[config.mk]
export PLATFORM = sky130hd
export DESIGN_NAME = art_ram
export DESIGN_NICKNAME = d
export VERILOG_FILES = /design/src/design/art_ram.sv
export SDC_FILE = /design/constraint.sdc
export NUM_CORES = 2
export LEC_CHECK = 0
export BUFFER_PORTS_ARGS = -buffer_cell sky130_fd_sc_hd__buf_2
export CELL_PAD_IN_SITES_DETAIL_PLACEMENT = 1
export CELL_PAD_IN_SITES_GLOBAL_PLACEMENT = 1
export CORE_ASPECT_RATIO = 1.25
export CORE_UTILIZATION = 30
export DETAILED_ROUTE_END_ITERATION = 7
export PLACE_DENSITY_LB_ADDON = 0.08
export SYNTH_ARGS = -nofsm -noshare
export SYNTH_HDL_FRONTEND = slang
export SYNTH_SLANG_ARGS = --single-unit
[constraint.sdc]
create_clock -name i_clk -period 9.3 [get_ports i_clk]
set_input_delay 1.86 -clock i_clk [delete_from_list [all_inputs] [get_ports i_clk]]
set_output_delay 1.86 -clock i_clk [all_outputs]
set_load 0.03 [all_outputs]
[src/design/art_ram.sv]
// Generic single-write, single-read RAM with registered read data.
`default_nettype none

module art_ram #(
    parameter int WIDTH = 64,
    parameter int DEPTH = 64
) (
    input  wire logic                     i_clk,
    input  wire logic                     i_we,
    input  wire logic [$clog2(DEPTH)-1:0] i_waddr,
    input  wire logic [WIDTH-1:0]         i_wdata,
    input  wire logic [$clog2(DEPTH)-1:0] i_raddr,
    output logic      [WIDTH-1:0]         o_rdata
);

    logic [WIDTH-1:0] r_mem [DEPTH];

    // Write port
    always_ff @(posedge i_clk) begin
        if (i_we) begin
            r_mem[i_waddr] <= i_wdata;
        end
    end

    // Registered read port
    always_ff @(posedge i_clk) begin
        o_rdata <= r_mem[i_raddr];
    end

endmodule

`default_nettype wire

# Word-level counts from Yosys, hierarchy flattened
# Memories as Yosys holds them, arrays and structs flattened. A register that Yosys moved wholly into a read port is not among the register bits.
# Cells that the tools add are included.
# totals
ff_bits	0
latchBits	0
mem_bits_rw	4096
romBits	0
out_inout_bits	64
n_memories	1
# op_classes
addsub	0
multipliers	0
n_div	0
order_cmp	0
n_eq_ne	0
shift	0
mux	2
bitwise_logic	0
reduce_logical	0
# memory_table
name	words	width	rd	rd_ports_with_merged_regs	write_ports	line_no	text
r_mem	64	64	1	1	1	16	logic [WIDTH-1:0] r_mem [DEPTH];
# op_table
operator	count
$mux 1	2

# Depth between registers and ports, before layout
# logic_depth
depth_word	2
mapped_depth	9
mapped_depth_nobuf	5

# Least setup slack after synthesis
# No wires, ideal clock.
# synth_timing
path_kind	in2reg
from	input i_waddr[3]
to	memory r_mem[48][0], enable pin
arrival_time_ns	6.732
t_required_ns	8.736
path_slack_ns	2.004
cell_stages	4
path_cell_list	clkbuf_1 nor2b_1 nand4b_1 nor3_1
# synth_lines
item	line_no	text
from (decl)	10	input wire logic [$clog2(DEPTH)-1:0] i_waddr,
to (decl)	16	
# Straight into the memory's write port.

==> metrics.md <==
| Metric | Value |
|---|---|
| Switch share | `22.02%` |
| Die width | `647.7 um` |
| Sink Count | `4160` |
| Post-CTS sizing | `0` |
| Status | `completed` |
| Area grow syn2layout | `15.82%` |
| Setup TNS | `0 ps` |
| TritonCTS clock tree | `done` |
| Worst Clk Skew | `45.99 ps` |
| Final nets | `7130` |
| Setup crit end kind | `flop` |
| # Max-Cap Violations | `0` |
| Drt total wl | `519100 um` |
| Syn nets | `6676` |
| Ys flop type | `edfxtp_1` |
| WHS Path Cells | `4` |
| Yosys warns | `0` |
| RSZ-0062 raised after global routing | `no` |
| Routed Antenna Nets | `0` |
| Final non-filler cell total | `14.31k` |
| Initial DRT Pass Iterations | `7` |
| Hold buffers post-CTS | `0` |
| Async set or reset register ratio after synthesis | `0%` |
| Final hold violations | `0` |
| Fmax | `0.2242 GHz` |
| Placed Cells incl. Taps | `13.46k` |
| Port buffer count | `141` |
| Vias per inst | `5.181` |
| Finished Core Util | `34.87%` |
| Post-synth EDFFs | `4096` |
| GRT Overall Usage | `19.63%` |
| Critical Path Start Type | `primary input` |
| Worst r2r src | `r_mem[63][53]` |
| WP data required | `10160 ps` |
| Yosys top cell by area | `edfxtp_1` |
| Min-Delay Path Class | `flop to flop` |
| PwrDens | `223.6 nW/um2` |
| Worst Hold Launch | `r_mem[46][46]` |
| Ranking of synthesized cells by area | `edfxtp_1, mux4_2, mux2i_1, dfxtp_1, a22oi_1` |
| Finish-stage setup viols | `0` |
| Max stage delay on crit path | `920 ps` |
| Sequential share of the synthesized area | `79.49%` |
| Post-CTS setup repair buffer count | `0` |
| Die ar. | `524100 um2` |
| Slowest CP cell | `a2bb2oi_1` |
| Minimum clock period | `4461 ps` |
| Initial Util | `30.11%` |
| Largest net degree at the start of global routing | `116` |
| Crit-path cells | `buf_2 > nand2b_2 > nor2_4 > buf_4 > a2bb2oi_1 > a31oi_1 > a211oi_1` |
| Seq pwr share | `51.6%` |
| Share of the synthesized area in the top cell type | `78.67%` |
| P_sw | `8.916 mW` |
| R2R cell count | `5` |
| Wire per inst | `36.27 um` |
| R2R Setup Slk | `6990 ps` |
| Vias after detailed routing | `74.14k` |
| Leak | `55.55 nW` |
| Rows | `296` |
| First-pass GRT wire length | `703400 um` |
| DRC | `0` |
| Final RePlAce weighted congestion | `0.7274` |
| Crit Path Max Fanout | `21` |
| Worst Hold Endpoint | `o_rdata[46]` |
| GRT overflow | `0` |
| Critical path buffers and inverters | `2` |
| Post-DP Area | `166700 um2` |
| Period utilisation layout | `47.97%` |
| Capturing point of the worst reg2reg path | `o_rdata[53]` |
| Slew Limit Headroom | `13.49%` |
| Vias in the first global route | `80.51k` |
| Final instance area | `181100 um2` |
| I/O pins | `142` |
| Worst-skew pair later-pin latency | `1050 ps` |
| Clock Path Buffers | `4` |
| CP delay by family, top | `compound AO/OA/AOI/OAI gates` |
| Max-slew violations | `0` |
| Logic pwr share | `4.7%` |
| Chip Height | `809.1 um` |
| Cells after synthesis | `6598` |
| Share of cells above drive strength 1 | `28.84%` |
| Arrival @ worst endpoint | `5330 ps` |
| IR drop worst, VDD | `165.2 uV` |
| Worst-path clk slew | `60 ps` |
| Mapped Area | `156300 um2` |
| Yosys cell types | `33` |
| Clock Root Buffer | `clkbuf_16` |
| Core area | `519200 um2` |
| P_int | `31.58 mW` |
| Initial DRC count | `6477` |
| Clock buffer count from CTS | `441` |
| Antenna violations before repair | `65` |
| Clock share of power | `43.7%` |
| Htree depth | `5` |
| Worst slew pin tran | `1298 ps` |
| Syn avg cell area | `23.70 um2` |
| Post-DP HPWL | `284300 um` |
| Post-synthesis register bit count | `4160` |
| Critical path class | `primary input to flop` |
==> metrics by stage <==
step	setup slack [ps]	hold WS [ps]	power, mW
floorplan	2004	787.8	22.25
global placement	3842	829.9	23.23
detailed placement	3876	825.5	23.26
CTS	4985	830.7	41.05
global route	4579	873.2	41.75
finish	4839	828.2	40.50
==> cells by family (layout without fill, tap and decap cells) <==
family	after synthesis	after routing	synth area share, %
compound gates	504	504	2.477
buf+inv	389	1217	1.180
flops	4160	4160	79.49
mux	1159	1159	15.61
other cells	0	31	0
simple gates	386	386	1.240
==> power groups by stage <==
stage | Sequential (mW) | Combinational [mW] | Clock (mW)
3_3_place_gp | 21.3 | 1.95 | 0
6_report | 20.9 | 1.91 | 17.7
4_1_cts | 20.9 | 1.97 | 18.2
3_5_place_dp | 21.3 | 1.97 | 0
2_1_floorplan | 21.3 | 0.967 | 0
5_1_grt | 20.9 | 2.04 | 18.8
==> state kept, by name, indices dropped and copies added, names as in the netlist <==
register	count
r_mem	4096
o_rdata	64
==> synth_stat cells, types with 29 or more instances <==
library cell	count
buf_2	170
clkbuf_1	140
and3_1	64
nor2_1	112
a211oi_1	63
buf_4	34
mux2i_1	135
mux4_2	1024
edfxtp_1	4096
or3_1	29
nand2_1	58
dfxtp_1	64
o22ai_1	83
a22oi_1	168
a22o_1	88
nand3_1	45
o221ai_1	38
==> routing by layer <==
layer | GRT usage, % | vias to the layer above | part of all wire [%]
met5 | 0 | - | 0.014
met4 | 4.855 | 12 | 2.4
met3 | 2.886 | 591 | 4.4
met2 | 33.69 | 1811 | 51
met1 | 26.12 | 42250 | 43
li1 | - | 29480 | -
==> cell type report <==
cell class	instances	area, um2
fill	49690	338200
timing repair buffer	381	2968
clock inverter	232	2308
multi-input combinational	2049	30790
antenna	31	77.57
clock buffer	585	12010
tap	6854	8576
sequential	4160	124300
inverter	19	71.32
==> worst register-to-register path, cell delays in order, from the launching register on <==
cell      delay [ps]
edfxtp_1         350
mux4_2           480
mux2i_1          350
o22ai_1          160
a41oi_1          720
a211oi_1         100
==> cells in the final DEF (no fill, tap or decap), types with 29 or more instances in the layout <==
cell type	count
nor2_1	47
clkbuf_16	447
o22ai_1	83
a22o_1	88
buf_4	206
a22oi_1	168
buf_2	138
clkbuf_8	31
edfxtp_1	4096
bufinv_16	40
and3_1	64
clkbuf_1	107
or3_1	29
diode_2	31
dfxtp_1	64
nor2_4	65
mux2i_1	135
mux4_2	1024
buf_12	35
o221ai_1	38
clkinv_2	79
a211oi_1	63
clkinv_1	83
nand2_1	54
nand3_1	45
==> worst max-delay path by stage <==
stage                from           end  slack (ps)  depth (start not counted)
2_1_floorplan  i_waddr[3]  r_mem[48][0]        2000                          4
3_3_place_gp   i_raddr[0]   o_rdata[10]        3840                          8
3_5_place_dp   i_raddr[0]    o_rdata[1]        3880                          8
4_1_cts        i_raddr[0]   o_rdata[18]        4980                          8
5_1_grt        i_raddr[0]    o_rdata[1]        4580                          8
6_report       i_raddr[3]    o_rdata[1]        4840                          7
No activity file was read; power rests on OpenSTA's default activity.
