`src/design/art_pkg.sv`:
```
// Shared types and constants for the allocation range tracker.
`default_nettype none

package art_pkg;

    localparam int ADDR_W = 32;
    localparam int LEN_W  = 32;
    localparam int END_W  = ADDR_W + 1;

    // Input opcodes
    typedef enum logic [1:0] {
        OP_ALLOC      = 2'd0,
        OP_FREE       = 2'd1,
        OP_FREE_EXACT = 2'd2,
        OP_FREE_ANY   = 2'd3
    } t_op;

    // Result status codes
    localparam logic [2:0] ST_OK        = 3'd0;
    localparam logic [2:0] ST_OVERLAP   = 3'd1;
    localparam logic [2:0] ST_NOT_ALLOC = 3'd2;
    localparam logic [2:0] ST_INSIDE    = 3'd3;
    localparam logic [2:0] ST_MISMATCH  = 3'd4;
    localparam logic [2:0] ST_FULL      = 3'd5;

    // Sequencer states
    typedef enum logic [2:0] {
        S_IDLE,
        S_SCAN,
        S_DRAIN,
        S_DECIDE,
        S_WR_A,
        S_WR_B,
        S_RESP
    } t_state;

    // Table update chosen after the scan
    typedef enum logic [2:0] {
        ACT_NONE,
        ACT_ALLOC,
        ACT_REMOVE,
        ACT_TRIM,
        ACT_SPLIT,
        ACT_SPLIT_TAIL
    } t_act;

    // Compare unit result for one table entry
    typedef struct packed {
        logic              overlap;
        logic              contain;
        logic [END_W-1:0]  ent_end;
    } t_cmp_res;

endpackage

`default_nettype wire

```
`src/design/art_cmp.sv`:
```
// Shared range compare unit: tests one stored entry against the current word.
`default_nettype none

module art_cmp (
    input  wire logic [art_pkg::ADDR_W-1:0] i_ent_base,
    input  wire logic [art_pkg::LEN_W-1:0]  i_ent_len,
    input  wire logic [art_pkg::ADDR_W-1:0] i_q_addr,
    input  wire logic [art_pkg::LEN_W-1:0]  i_q_len,
    output art_pkg::t_cmp_res               o_res
);
    import art_pkg::*;

    logic [END_W-1:0] ent_end;
    logic [END_W-1:0] q_end;

    // Ends are 33-bit so a range never wraps
    assign ent_end = {1'b0, i_ent_base} + {1'b0, i_ent_len};
    assign q_end   = {1'b0, i_q_addr} + {1'b0, i_q_len};

    assign o_res.ent_end = ent_end;
    assign o_res.overlap = ({1'b0, i_q_addr} < ent_end) && ({1'b0, i_ent_base} < q_end);
    assign o_res.contain = (i_q_addr >= i_ent_base) && ({1'b0, i_q_addr} < ent_end);

endmodule

`default_nettype wire
```
`config.mk`:
```
export PLATFORM = sky130hd
export DESIGN_NAME = art_cmp
export DESIGN_NICKNAME = d
export VERILOG_FILES = /design/src/design/art_pkg.sv /design/src/design/art_cmp.sv
export SDC_FILE = /design/constraint.sdc
export NUM_CORES = 1
export LEC_CHECK = 0
export ABC_CLOCK_PERIOD_IN_PS = 3200
export BUFFER_PORTS_ARGS = -buffer_cell sky130_fd_sc_hd__buf_4
export CORE_UTILIZATION = 50
export DETAILED_ROUTE_END_ITERATION = 16
export GPL_ROUTABILITY_DRIVEN = 0
export GPL_TIMING_DRIVEN = 0
export PLACE_DENSITY = 0.78
export RECOVER_POWER = 50
export SLEW_MARGIN = 0
export SYNTH_ARGS = -nofsm -noshare
export SYNTH_HDL_FRONTEND = slang
export SYNTH_SLANG_ARGS = --single-unit
```
`constraint.sdc`:
```
create_clock -name vclk -period 3.2
set_input_delay 0 -clock vclk [all_inputs]
set_output_delay 0 -clock vclk [all_outputs]
set_load 0.005 [all_outputs]
```
## Word level (Yosys, flattened, before mapping)

Cells that the tools add are included.

| cells by class | value |
|---|---|
| $add $sub $neg | 2 |
| order comparisons | 3 |
| reductions and logical operators | 2 |

Operator list:

| cell | number |
|---|---|
| $add 32x32->33 | 2 |
| $lt 32x33->1 | 2 |
| $ge 32x32->1 | 1 |
| $logic_and 1x1->1 | 2 |

| storage, ports and cells | value |
|---|---|
| output and inout bits | 35 |
| input port bits | 128 |
| logic and storage cells | 7 |
| register bits after elaboration | 0 |

## Logic depth before layout (Yosys ltp)

Gate-level depths: netlist (run 1).

| logic depth | value |
|---|---|
| depth after elaboration | 3 |
| mapped depth | 21 |
| gate-level depth less buffers | 21 |

## Least setup slack after synthesis (run 1)

Ideal clock, no wire load.

| path | value |
|---|---|
| kind | input -> output |
| from | input i_ent_base[0] in the netlist's numbering |
| to | output o_res[33] in the netlist's numbering |
| buffers on the path | 0 |
| data arrival time | 3.661 ns |
| cell stages on the path | 21 |
| data required time | 3.200 ns |
| path slack | -0.461 ns |
| cells stage by stage | ha_1 fa_1 a211oi_1 o21a_1 o211ai_1 a31oi_1 nor2_1 nor2b_1 o21ai_0 xor2_1 inv_1 ha_1 a21oi_1 o21ai_0 a21o_1 a211oi_1 nor2_1 nor2_1 nor3_1 o41a_1 a21oi_1 |

RTL lines:

| element | line | source |
|---|---|---|
| from (decl) | art_cmp.sv:5 | `input wire logic [art_pkg::ADDR_W-1:0] i_ent_base,` |
| to (decl) | art_cmp.sv:9 | `output art_pkg::t_cmp_res o_res` |

==> results.cfg, run 1 <==
[min_path]
hold_path_class = input pin to output port

[route]
post_drt_via_cell_ratio = 5.835
routed_wl_um = 16780
drtIter0Drc = 316
drt_first_pass_iters = 7
detail_route.wl_per_cell_um = 16.03
drcViolationCount = 0
antenna_left = 0
vias = 6109

[die]
rows = 37
initial_core_util_pct = 51.86
io_pins = 163
die_y_um = 105.7
die_w_um = 105.7
core_area_mm2 = 0.01037
die_area_mm2 = 0.01117

[logic_synthesis]
synth_cell_type_count = 62
synth-warning-count = 0
yosysMostFrequentCell = ha_1
syn_nets = 1012
seq_area_frac_synth_pct = 0
yosys.area.top_type_share_pct = 36.76
netlist_instances = 724
syn-cell-area_mm2 = 0.005378
syn_area_per_cell_um2 = 7.428
synth_area_leader_cell = ha_1
synth_area_leaders = ha_1, a21oi_1, xnor2_1
ys_top_cells_by_count = ha_1, a21oi_1, inv_1

[worst_setup_path]
cp_num_cells = 23
crit_required_ns = 3.20
cp_slowest_stage_delay_ns = 0.47
critPathSlowestCell = o41a_1
critPathBufInv = 4
worstPathArrival_ns = 4.15
cp_top_family = compound AO/OA/AOI/OAI gates
crit_end = o_res[34]
crit_chain = buf_8 > ha_4 > fa_2 > a211oi_4 > o21a_1 > o211ai_1 > a31oi_4 > buf_6 > nor2_2 > nor2b_2 > buf_4 > xor2_2 > ha_1 > a21oi_2 > o21ai_1 > a21o_1 > a211oi_2 > nor2_1 > nor2_1 > nor3_1 > o41a_1 > a21oi_2 > buf_4
start_kind = input pin
worstPathMaxFanout = 2
end_kind = output port
startpoint = i_ent_base[0]
path_class = input pin to output port

[cells_and_area]
multi_input_comb_area_mm2 = 0.005310
clock_buffers = 0
final_cells = 1047
regArea_um2 = 0
fin_nets = 1201
n_antenna_cell = 0
synthToLayoutAreaGrowth_pct = 34.02
final.fill_count = 868
seq_cell_count = 0
drive_gt1_share_pct = 26.23
finalInstanceArea_mm2 = 0.007207

[timing]
finalSetupTns_ns = -1.875
fin_crit_ns = 4.153
max_freq_mhz = 240.8
layout_setup_ws_ns = -0.9530
max-slew-margin-rel_pct = 62.38
final_max_slew_viol_count = 0
fin_hold_ws_ns = 0.2832
rsz0062_at_grt = true
period_share_pct = 129.8
worst_pin_slew_ns = 0.5501
setup_viol_count_final = 2
finalHoldViolCount = 0

[run_status]
violations = negative setup slack
status = complete, but fails checks

[placed_design]
placed_cells = 1023
io_buffer_count = 163
post_dp_cell_area_mm2 = 0.006810
dp_hpwl_um = 14140

[grt]
antenna_found_initial = 0
grt_max_degree = 9
first_global_vias = 5831
grt_overflow = 0
grt_pass1_wl_um = 26260
grtUsageTotal_pct = 28.09

[pwr]
pwr_density_cell_mw_per_mm2 = 243.9
leakage_nw = 3.726
ir_worst_vdd_uv = 144.5
power_w = 0.001758

[clocking]
hold_buffers = 0

[run]
drv_cap = 0
-- layout make-up --
cell class         instances  share of cell area [%]
inverters                 70                   3.646
plain buffers              6                  0.4688
well taps                136                   2.361
repair buffers           188                   19.84
multi-input cells        647                   73.68
-- tightest hold or removal path: stages --
cell	delay [ns]
buf_6	0.07
ha_4	0.12
buf_4	0.09
-- power by group --
| part | switching [W] | internal (W) | total, W |
|---|---|---|---|
| logic | 0.000900 | 0.000858 | 0.00176 |
| clock network | 0 | 0 | 0 |
| registers | 0 | 0 | 0 |
| total | 0.000900 | 0.000858 | 0.00176 |
-- cell families (layout without fill, tap and decap cells) --
kind of cell    after synthesis  after routing  share of synthesized area (%)
simple gates                170            170                          15.52
buf+inv                      77            264                          5.584
compound gates              255            255                          31.27
xor+xnor                     61             61                          9.935
mux                           1              1                         0.1861
fa+ha+maj                   160            160                          37.51
-- through the flow --
stage               utilization, %  setup WS, ns
finish                       69.50       -0.9530
detailed placement           65.67        -1.190
floorplan                        -       -0.2845
CTS                          67.91       -0.7660
global route                 69.50        -1.039
global placement             65.67        -1.158
-- how the worst min path moves through the flow --
| stage | startpoint | to | slack, ns | cells after the start |
|---|---|---|---|---|
| after detailed placement | i_ent_len[0] | o_res[0] | 0.30 | 3 |
| after global placement | i_ent_len[0] | o_res[0] | 0.30 | 3 |
| final | i_ent_len[0] | o_res[0] | 0.28 | 3 |
| after global routing | i_ent_len[0] | o_res[0] | 0.29 | 3 |
| after floorplan | i_ent_len[0] | o_res[0] | 0.10 | 1 |
| after CTS | i_ent_len[0] | o_res[0] | 0.28 | 3 |
-- layout by cell type, fill, tap and decap left out, drive strengths merged, types with 7 or more instances in the layout --
cell type,count
nand2b,10
buf,182
a21o,40
clkbuf,12
nand2,38
nand4,15
inv,70
xor2,26
o21a,11
nand3,15
nor2,43
a31oi,9
o21bai,9
ha,158
xnor2,35
o21ai,55
nor3,20
a21oi,74
a211oi,17
nor2b,7
-- repair_timing --
action                     CTS  global route
pin swaps                   18            17
gates resized for setup     20            25
setup endpoints to repair    2             2
setup buffers               18             7
cloned                       0             0
-- layer usage --
metal	share of wire [%]	GRT usage (%)	vias to the layer above	routed length, µm
met1	44	35.74	2779	7354
met2	48	50.09	214	8000
met5	0	0	-	0
met4	3.3	9.226	0	557
met3	5.2	1.608	32	866
li1	-	-	3084	-
Note: power is estimated with default switching activity, not from simulation.
==> run 2: changes to the inputs <==
--- a/config.mk
+++ b/config.mk
@@ -7,6 +7,7 @@
 export LEC_CHECK = 0
 export ABC_CLOCK_PERIOD_IN_PS = 3200
 export BUFFER_PORTS_ARGS = -buffer_cell sky130_fd_sc_hd__buf_4
+export CORE_ASPECT_RATIO = 1.2
 export CORE_UTILIZATION = 50
 export DETAILED_ROUTE_END_ITERATION = 16
 export GPL_ROUTABILITY_DRIVEN = 0
==> results.cfg, run 2 (synthesis gave the netlist of run 1 again) <==
[run_status]
status = complete, but fails checks
violations = negative setup slack

[clocking]
hold_buffers = 0

[pwr]
combPwrFrac_pct = 100.0
p_int_w = 0.0008788
clkPwrFrac_pct = 0
pwr_density_cell_mw_per_mm2 = 247.9
seqPwrFrac_pct = 0
p_switching_w = 0.0009466
switching_share_pct = 51.86
ir_worst_vdd_uv = 125.0
leakage_nw = 3.752

[die]
die_area_mm2 = 0.01118
io_pins = 163
core_area_mm2 = 0.01047
die_w_um = 96.67
initial_core_util_pct = 51.39
die_y_um = 115.6
rows = 41

[route]
routed_wl_um = 17670
drtIter0Drc = 342
vias = 6216
detail_route.wl_per_cell_um = 17.03
drt_first_pass_iters = 5
antenna_left = 0
post_drt_via_cell_ratio = 5.988
drcViolationCount = 0

[grt]
use_met2_pct = 56.62
grt_max_degree = 9
grt_pass1_wl_um = 28120
first_global_vias = 6152
grt.busiest_layer = met2
grt_overflow = 0
grt_use_met3_pct = 2.171
antenna_found_initial = 0
use_met1_pct = 35.03
grtUsageTotal_pct = 29.85

[cells_and_area]
synthToLayoutAreaGrowth_pct = 36.92
regArea_um2 = 0
fin_nets = 1199
final_util_pct = 70.36
mostFrequentLayoutCells = buf_4, ha_1, inv_1
drive_gt1_share_pct = 28.82
clock_buffers = 0
n_antenna_cell = 0
seq_cell_count = 0
final_cells = 1038
layout_commonest_cell = buf_4

[worst_setup_path]
worstPathMaxFanout = 4
end_kind = output port
path_class = input pin to output port
crit_required_ns = 3.20
worstPathArrival_ns = 3.93
start_kind = input pin

[min_path]
hold_path_class = input pin to output port

[timing]
worst_pin_slew_ns = 0.7711
final_max_slew_viol_count = 0
max_freq_mhz = 254.7
fin_crit_ns = 3.927
setup_viol_count_final = 2
period_share_pct = 122.7
rsz0062_at_grt = true
fin_hold_ws_ns = 0.2899
max-slew-margin-rel_pct = 47.94
finalHoldViolCount = 0
layout_setup_ws_ns = -0.7267

[placed_design]
placed_cells = 1016
io_buffer_count = 163
dp_hpwl_um = 14890

[run]
drv_cap = 0
-- run 2: changes by cell type in the layout (fill, tap and decap cells not counted), sizes merged --
cell	previous run	this run
clkbuf	12	7
buf	182	185
-- run 2: final timing paths --
kind | slack [ns] | to | from | cells past startpoint
worst min-delay path | 0.29 | o_res[0] | i_ent_len[0] | 3
worst max-delay path | -0.73 | o_res[34] | i_ent_base[1] | 21
-- run 2: metrics by stage --
| stage | TNS, ns | setup WS [ns] | total power (W) | area [µm²] |
|---|---|---|---|---|
| after floorplan | -0.5691 | -0.2845 | 0.001040 | 5416 |
| after global placement | -2.215 | -1.184 | 0.001560 | 6802 |
| after detailed placement | -2.454 | -1.338 | 0.001624 | 6802 |
| after CTS | -1.301 | -0.6792 | 0.001746 | 7214 |
| after global routing | -1.772 | -0.9096 | 0.002006 | 7363 |
| final | -1.405 | -0.7267 | 0.001825 | 7363 |
-- run 2: final cells by class --
cell class,count,area (µm²)
plain buffers,6,35.03
fillers,885,3102
repair buffers,186,1408
inverters,70,262.8
multi-input cells,647,5497
well taps,129,161.4
-- run 2: power by group through the flow --
stage / combinational (W) / sequential [W] / clock, W
floorplan: 0.00104 / 0 / 0
global placement: 0.00156 / 0 / 0
detailed placement: 0.00162 / 0 / 0
CTS: 0.00175 / 0 / 0
global route: 0.00201 / 0 / 0
finish: 0.00183 / 0 / 0
-- run 2: routing by layer --
| metal | share of wire [%] | up-vias |
|---|---|---|
| li1 | - | 3075 |
| met1 | 41 | 2843 |
| met2 | 51 | 245 |
| met3 | 4.6 | 53 |
| met4 | 3.9 | 0 |
| met5 | 0 | - |
-- run 2: repair_timing --
action,4_1_cts,5_1_grt
pin swaps,32,22
setup endpoints to repair,2,2
cloned,0,0
setup buffers,19,4
gates resized for setup,46,29
hold endpoints to repair,0,0
-- run 2: worst max-delay path, stage by stage --
cell	delay, ns
buf_4	0.14
ha_1	0.33
a211oi_2	0.22
o21bai_1	0.15
o21a_1	0.23
a21bo_2	0.25
a21o_1	0.25
nand2_1	0.19
o21ai_0	0.13
xnor2_1	0.23
ha_1	0.29
nand2_1	0.11
o21ai_1	0.08
a21o_1	0.17
a211oi_2	0.16
nor2_1	0.06
nor2_1	0.11
nor3_1	0.06
o41a_1	0.47
a21oi_2	0.17
buf_4	0.13
==> run 3: changes to the inputs <==
--- a/config.mk
+++ b/config.mk
@@ -7,7 +7,7 @@
 export LEC_CHECK = 0
 export ABC_CLOCK_PERIOD_IN_PS = 3200
 export BUFFER_PORTS_ARGS = -buffer_cell sky130_fd_sc_hd__buf_4
-export CORE_ASPECT_RATIO = 1.2
+export CORE_ASPECT_RATIO = 1.1
 export CORE_UTILIZATION = 50
 export DETAILED_ROUTE_END_ITERATION = 16
 export GPL_ROUTABILITY_DRIVEN = 0
==> results.cfg, run 3 (synthesis gave the netlist of run 1 again) <==
[cells_and_area]
seq_cell_count = 0
synthToLayoutAreaGrowth_pct = 35.41
fin_nets = 1198
layout_commonest_cell = buf_4
final_cells = 1051
regArea_um2 = 0
mostFrequentLayoutCells = buf_4, ha_1, inv_1
final.fill_count = 892
drive_gt1_share_pct = 28.30
clock_buffers = 0
n_antenna_cell = 0

[pwr]
pwr_density_cell_mw_per_mm2 = 244.5
leakage_nw = 3.712
power_w = 0.001781
ir_worst_vdd_uv = 133.4

[die]
die_w_um = 100.9
initial_core_util_pct = 51.50
die_y_um = 110.8
rows = 39
die_area_mm2 = 0.01117
io_pins = 163
core_area_mm2 = 0.01044

[route]
detail_route.wl_per_cell_um = 16.46
drt_first_pass_iters = 7
post_drt_via_cell_ratio = 5.950
drcViolationCount = 0
drtIter0Drc = 284
routed_wl_um = 17300
vias = 6253
antenna_left = 0

[timing]
rsz0062_at_grt = true
final_max_slew_viol_count = 0
finalHoldViolCount = 0
max-slew-margin-rel_pct = 57.17
period_share_pct = 127.5
max_freq_mhz = 245.1
worst_pin_slew_ns = 0.6344
finalSetupTns_ns = -1.532
layout_setup_ws_ns = -0.8794
fin_crit_ns = 4.079
setup_viol_count_final = 2

[grt]
first_global_vias = 6081
antenna_found_initial = 0
grt_overflow = 0
grtUsageTotal_pct = 29.99
grt_max_degree = 9
grt_pass1_wl_um = 27560

[placed_design]
placed_cells = 1030
pre_cts_ws_ns = -1.314
dp_hpwl_um = 14650
io_buffer_count = 163

[worst_setup_path]
end_kind = output port
cp_slowest_stage_delay_ns = 0.52
cp_top_family = compound AO/OA/AOI/OAI gates
crit_path_frequent_cell = buf_4
path_class = input pin to output port
crit_chain = buf_4 > ha_2 > nand3_2 > or4_1 > a211oi_2 > o211ai_1 > a31oi_2 > buf_4 > a31oi_1 > o21bai_1 > xnor2_1 > ha_1 > nand4_1 > nor4_2 > o21ai_1 > o21ai_1 > a211oi_1 > o22ai_1 > a21oi_2 > buf_4
crit_required_ns = 3.20
worstPathMaxFanout = 5
start_kind = input pin
worstPathArrival_ns = 4.08
critPathBufInv = 3
critPathSlowestCell = or4_1

[run]
drv_cap = 0

[clocking]
hold_buffers = 0

[run_status]
violations = negative setup slack
status = complete, but fails checks

[min_path]
hold_path_class = input pin to output port
[run 3: final cells by class]
cell class / instances / area, µm² / area share [%]
inverters: 70 / 262.8 / 3.608
plain buffers: 5 / 30.03 / 0.4124
repair buffers: 186 / 1415 / 19.43
multi-input cells: 647 / 5395 / 74.09
well taps: 143 / 178.9 / 2.457
[run 3: layer usage]
metal | global-route usage [%] | up-vias | routed length, µm
met4 | 10.82 | 0 | 663
li1 | - | 3082 | -
met1 | 35.73 | 2869 | 7149
met5 | 0 | - | 0
met2 | 55.25 | 250 | 8546
met3 | 2.081 | 52 | 940
[run 3: stage by stage]
step | utilization, % | hold WS [ns] | cell area, µm²
floorplan | - | 0.1050 | 5416
global placement | 65.30 | 0.2996 | 6819
detailed placement | 65.30 | 0.3006 | 6819
CTS | 68.64 | 0.3019 | 7168
global route | 69.73 | 0.2857 | 7282
finish | 69.73 | 0.2802 | 7282
[run 3: final timing paths]
check	slack [ns]	end	start	depth (start not counted)
min	0.28	o_res[0]	i_ent_len[0]	3
max	-0.88	o_res[34]	i_q_addr[17]	20
[run 3: report_power, final]
part	total, W	switching (W)	leakage, nW	internal (W)
sequential	0	0	0	0
combinational	0.00178	0.000920	3.71	0.000861
clock	0	0	0	0
[run 3: what timing repair did]
item	in CTS	in global routing
gates resized for setup	46	23
endpoints found under the setup margin	2	2
pin swaps	37	11
buffers inserted	18	5
